==> src/hdl/lpwu_pkg.sv <==
// Shared constants and helpers for the linear predictor weight unit.
`default_nettype none
package lpwu_pkg;
    localparam int MaxWeights = 64;
    localparam int MaxHistory = 256;
    localparam int MaxNodes   = 256;
    localparam int WAW = $clog2(MaxWeights);
    localparam int HAW = $clog2(MaxHistory);
    localparam int NAW = $clog2(MaxNodes);
    localparam logic signed [31:0] InitTenth = 32'sd1677722;

    localparam logic [2:0] ACT_LINK    = 3'd0;
    localparam logic [2:0] ACT_NODE    = 3'd1;
    localparam logic [2:0] ACT_PREDICT = 3'd2;
    localparam logic [2:0] ACT_UPDATE  = 3'd3;
    localparam logic [2:0] ACT_INIT    = 3'd4;

    localparam logic CFG_WEIGHTS = 1'b0;
    localparam logic CFG_HISTORY = 1'b1;

    // Saturate a wide signed value to signed 32 bits.
    function automatic logic signed [31:0] sat32(input logic signed [47:0] v);
        logic signed [31:0] r;
        if (v > 48'sh0000_7FFF_FFFF) r = 32'sh7FFF_FFFF;
        else if (v < -48'sh0000_8000_0000) r = 32'sh8000_0000;
        else r = v[31:0];
        return r;
    endfunction

    // Q8.24 product scaled by 2^-24 with truncation toward zero.
    function automatic logic signed [39:0] qscale(input logic signed [63:0] p);
        logic signed [63:0] a;
        a = p + ((p < 0) ? 64'sh0000_0000_00FF_FFFF : 64'sd0);
        return a[63:24];
    endfunction
endpackage
`default_nettype wire

==> src/hdl/lpwu_div.sv <==
// Serial signed divider: alpha_delta divided by a small positive divisor.
`default_nettype none
module lpwu_div import lpwu_pkg::*; (
    input  wire               i_clk,
    input  wire               i_rst_n,
    input  wire               i_start,
    input  wire signed [31:0] i_num,
    input  wire        [6:0]  i_den,
    output logic              o_done,
    output logic signed [31:0] o_quot
);
    logic [31:0] r_q, n_q;
    logic [6:0]  r_rem, n_rem;
    logic [6:0]  r_den;
    logic        r_neg;
    logic [5:0]  r_cnt;
    logic        r_busy;
    logic [7:0]  w_trial;
    always_comb begin
        w_trial = {r_rem, r_q[31]};
        n_q = {r_q[30:0], 1'b0};
        n_rem = w_trial[6:0];
        if (w_trial >= {1'b0, r_den}) begin
            n_rem = 7'(w_trial - {1'b0, r_den});
            n_q[0] = 1'b1;
        end
    end
    always_ff @(posedge i_clk) begin
        if (!i_rst_n) begin
            r_busy <= 1'b0;
            o_done <= 1'b0;
            r_cnt  <= '0;
        end else begin
            o_done <= 1'b0;
            if (i_start) begin
                r_busy <= 1'b1;
                r_cnt  <= '0;
                r_neg  <= i_num[31];
                r_q    <= i_num[31] ? 32'(-i_num) : i_num;
                r_rem  <= '0;
                r_den  <= i_den;
            end else if (r_busy) begin
                r_q   <= n_q;
                r_rem <= n_rem;
                r_cnt <= r_cnt + 6'd1;
                if (r_cnt == 6'd31) begin
                    r_busy <= 1'b0;
                    o_done <= 1'b1;
                end
            end
        end
    end
    assign o_quot = r_neg ? -$signed(r_q) : $signed(r_q);
endmodule
`default_nettype wire

==> config.mk <==
export PLATFORM = sky130hd
export DESIGN_NAME = lpwu_div
export DESIGN_NICKNAME = d
export VERILOG_FILES = /design/src/hdl/lpwu_pkg.sv /design/src/hdl/lpwu_div.sv
export SDC_FILE = /design/constraint.sdc
export NUM_CORES = 1
export LEC_CHECK = 0
export ABC_AREA = 1
export BUFFER_PORTS_ARGS = -buffer_cell sky130_fd_sc_hd__buf_2
export CAP_MARGIN = 10
export CORE_ASPECT_RATIO = 0.5
export CORE_MARGIN = 1.5
export CORE_UTILIZATION = 40
export CTS_CLUSTER_SIZE = 40
export DETAILED_ROUTE_END_ITERATION = 12
export GPL_TIMING_DRIVEN = 0
export PLACE_DENSITY = 0.61
export RECOVER_POWER = 100
export SKIP_CTS_REPAIR_TIMING = 1
export SLEW_MARGIN = 30
export SYNTH_ARGS = -nofsm -noshare
export SYNTH_HDL_FRONTEND = slang
export SYNTH_SLANG_ARGS = --single-unit
==> constraint.sdc <==
create_clock -name i_clk -period 2.8 [get_ports i_clk]
set_input_delay 0.14 -clock i_clk [delete_from_list [all_inputs] [get_ports i_clk]]
set_output_delay 0.14 -clock i_clk [all_outputs]
set_load 0.05 [all_outputs]
* Word-level counts from Yosys, hierarchy flattened
Cells that the tools add are included.
Word-level totals: register bits after elaboration 55, input bits 42, output and inout bits 33, logic and storage cells 31
Operators by class: add/sub/neg operators 4, magnitude comparators 1, equal/unequal tests 1, multiplexer cells 11, bitwise gates (word level) 2, reductions and logical operators 5
Operators with widths (number):
- 32-bit two-way mux | 4
- 32-bit negation | 2
- 7-bit two-way mux | 2
- 8-bit by 7-bit >= comparator with 1-bit output | 1
- 7-bit subtractor | 1
- 6-bit by 1-bit adder with 6-bit output (second input constant) | 1
- 6-bit by 5-bit == test with 1-bit output (second input constant) | 1
- 1-bit two-way mux | 5
- 2-bit AND reduction | 2
- 3-bit OR reduction | 1
- 1-bit inverter | 2
- 2-bit nonzero test | 1
- 2-bit OR reduction | 1

* Depth between registers and ports, before layout
depth in word-level cells 4, depth in mapped cells 11, gate-level depth less buffers 11

* Least setup slack after synthesis
Ideal clock, no wire load.
path kind register to output, from register r_q[0], to output o_quot[20], arrival 1.923 ns, data required time 2.660 ns, slack 0.737 ns, cell stages (with the launch flop) 9, buffers on the path 0, path through edfxtp_1 > inv_1 > ha_1 > nand3_1 > nor2_2 > nand4_1 > nand2_2 > nand2_1 > xor2_1
On the way: cells in the longest elaborated chain, start to end 2
Ends and longest elaborated chain:
- start: declaration | line lpwu_div.sv:12 | logic [31:0] r_q, n_q;
- start signal: assignment | line lpwu_div.sv:39 | r_q <= i_num[31] ? 32'(-i_num) : i_num;
- start signal: assignment | line lpwu_div.sv:43 | r_q <= n_q;
- 32-bit negation | line lpwu_div.sv:53 | assign o_quot = r_neg ? -$signed(r_q) : $signed(r_q);
- 32-bit two-way mux | line lpwu_div.sv:53
- end: declaration | line lpwu_div.sv:10 | output logic signed [31:0] o_quot
No other way between the ends.

* Final worst setup path
from register r_q[0], to output o_quot[12]
The elaborated chain is that of the path after synthesis.

==> run_results.csv <==
group,metric,value,unit
status,status,"completed",
power_and_ir_drop,power,2.58,mW
setup_path,crit_chain,"inv_1 -> ha_1 -> nand3_1 -> nor2_2 -> nand2_1 -> o21ai_1 -> xor2_1 -> clkbuf_1",
layout,finalNonFillerCells,927,
clock_tree,clockBufferDepth,2,
timing,worst_pin_slew,727,ps
layout,layout.nets,834,
setup_path,start_kind,"flop",
setup_path,worstReg2RegStart,"r_q[31]",
setup_path,critical_path_class,"reg -> out",
placed_design,place_area,5180,µm²
synthesis,synth_seq_cells,55,
global_routing,gr-usage-all-layers,22.1,%
detailed_routing,dr.pass1.iters,5,
detailed_routing,avgViaCountPerCell,5.07,
setup_path,critPathRequiredTime,2660,ps
synthesis,seq_area_frac_synth,34.1,%
synthesis,mappedNetlistArea,4610,µm²
power_and_ir_drop,vdd_drop_max,0.271,mV
synthesis,ys_types,38,
setup_path,cp-end-kind,"output pin",
min_path,holdPathEnd,"r_den[6]",
setup_path,cp.arrival,2390,ps
floorplan,initial_core_util,41.4,%
timing,hold_ws,12.4,ps
setup_path,ff2ff_setup_slack,520,ps
timing,maxSlewHeadroom,51.6,%
detailed_routing,drt-initial-drc-count,310,
timing,setup_viol,0,
placed_design,portBuffers,74,
placed_design,routabilityCongestion,0.914,
synthesis,syn_avg_cell_area,6.59,µm²
detailed_routing,wl_per_cell,14.1,µm
synthesis,ys_warn_count,0,
global_routing,grt_overflow,0,
layout,syn_to_final_growth,13.7,%
min_path,hp-class,"in -> reg",
detailed_routing,ant_nets,0,
synthesis,synth_ff_type,"edfxtp_1",
timing,finalWorstSetupSlack,275,ps
timing,setup_tns,0,ps
floorplan,rows,27,
clock_tree,cts.htree.levels,2,
clock_tree,clkTransAtPathRegs,70,ps
synthesis,netlist_instances,699,
floorplan,die_area,12200,µm²
synthesis,ys_async_sr_fraction,0,%
setup_path,reg2reg_to,"r_rem[2]",
timing,fmax,396,MHz
flow_run,cap_violations,0,
timing,rsz0062_at_grt,"no",
layout,layout_common_cells,"217 x nand2_1, 114 x nor2_1, 88 x inv_1, 65 x nand3_1, 47 x edfxtp_1",
clock_tree,cts.sinks,55,
floorplan,core,11100,µm²
layout,fin_util,47.1,%
layout,final_cell_area,5240,µm²
synthesis,synth-edff-count,47,
detailed_routing,remaining_drc_errors,0,
min_path,min_from,"i_den[6]",
floorplan,io-pin-count,75,
power_and_ir_drop,power.leakage,2.46,nW
global_routing,grt_max_degree,28,
global_routing,grt_pass1_wl,21200,µm
floorplan,die_x,155,µm
layout,mostFrequentLayoutCell,"nand2_1",
synthesis,yosys.area_share.simple,38.9,%
timing,skew,4.39,ps
synthesis,synth_compound_area_share,7.52,%
layout,drive_gt1_share,8.57,%
setup_path,reg2reg_depth,10,
timing,fin_crit,2530,ps
synthesis,synthAdderAreaFrac,3.15,%
synthesis,syn_nets,752,
detailed_routing,wl,13100,µm
global_routing,antenna_found_initial,0,
setup_path,cp_max_fo,4,
timing,finalMaxSlewViolations,0,
synthesis,synth_top_family_by_area,"simple AND/OR/NAND/NOR gates",
clock_tree,cts_tree,"yes",
floorplan,die_h,78.9,µm
setup_path,cpPeakStageDelay,490,ps
min_path,whs_path_depth,1,
timing,report.final.hold_viol_count,0,
clock_tree,insertion_delay,300,ps
setup_path,slowest_stage,"clkbuf_1",
placed_design,numPlacedInstances,919,
placed_design,dp_hpwl,10600,µm
synthesis,synth-xor-area-share,6.08,%
clock_tree,root_buffer,"clkbuf_16",
synthesis,synth.area.mux_share,0.217,%
layout,n_antenna_cell,0,
timing,fin_crit_sh,90.2,%
global_routing,grt_pass1_vias,4365,
clock_tree,numCtsBuffers,5,
placed_design,dp_slack,740,ps
detailed_routing,num_vias,4697,
power_and_ir_drop,powerDensity,493,nW/µm²
==> layer usage <==
layer / vias up / part of all wire [%] / wire (µm) / GRT usage [%]
li1: 2407 / - / - / -
met1: 2134 / 52 / 6770 / 32.1
met2: 144 / 41 / 5400 / 34.7
met3: 12 / 5.6 / 729 / 3.17
met4: 0 / 1.2 / 160 / 4.90
met5: - / 0 / 0 / 0
==> report_power, final <==
part           internal (mW)  total, mW  switching [mW]
clock network          0.331      0.635           0.305
registers              0.984       1.05          0.0618
logic                  0.240      0.903           0.663
==> kinds of logic after synthesis <==
| logic type | count (synthesis) |
|---|---|
| and+or+nand+nor | 429 |
| buffers and inverters | 107 |
| AOI/OAI and AO/OA | 64 |
| DFF | 55 |
| xor gates and xnor gates | 32 |
| adders and majority gates | 11 |
| muxes | 1 |
==> cell type report <==
| cell class | instances | area, µm² |
|---|---|---|
| Multi-Input combinational cell | 537 | 2560 |
| Timing Repair Buffer | 75 | 338 |
| Fill cell | 1198 | 5880 |
| Sequential cell | 55 | 1570 |
| Clock buffer | 5 | 125 |
| Tap cell | 145 | 181 |
| Buffer | 17 | 91.3 |
| Inverter | 90 | 352 |
| Clock inverter | 3 | 20.0 |
==> critical path: cells and delay by family (launching register included) <==
family / cells / cell delay [ps]
xor gates and xnor gates: 1 / 180
AOI/OAI and AO/OA: 1 / 170
buffers and inverters: 2 / 630
and+or+nand+nor: 3 / 500
adders and majority gates: 1 / 220
DFF: 1 / 390
==> synth_stat cells (2+ instances only) <==
cell type	count	area (µm²)
a21o_1	2	15.0
a21oi_1	9	45.0
a31oi_1	5	31.3
buf_2	4	20.0
buf_4	2	15.0
buf_6	2	22.5
clkbuf_1	6	22.5
dfxtp_1	8	160
edfxtp_1	47	1410
ha_1	10	125
inv_1	88	330
nand2_1	215	807
nand2_2	4	25.0
nand3_1	64	320
nand3_2	2	20.0
nand3b_1	2	15.0
nand4_1	12	75.1
nor2_1	112	420
nor2_2	6	37.5
nor2_4	2	22.5
nor3_1	9	45.0
o211ai_1	2	15.0
o21ai_0	37	185
o21ai_1	5	25.0
xnor2_1	5	43.8
xor2_1	27	236
==> state kept, by name (all words and copies together) (netlist names) <==
name / cells
o_done: 1
r_busy: 1
r_cnt: 6
r_den: 7
r_neg: 1
r_q: 32
r_rem: 7
==> worst max-delay path by stage <==
stage | start | to | slack [ps] | cells after the start
2_1_floorplan | r_q[0] | o_quot[20] | 740 | 8
3_3_place_gp | r_busy | r_q[31] | 550 | 3
3_5_place_dp | r_q[31] | r_rem[2] | 740 | 10
4_1_cts | r_q[0] | o_quot[18] | 440 | 9
5_1_grt | r_q[0] | o_quot[22] | 140 | 9
6_report | r_q[0] | o_quot[12] | 270 | 8
(Power assumes the default switching activity.)
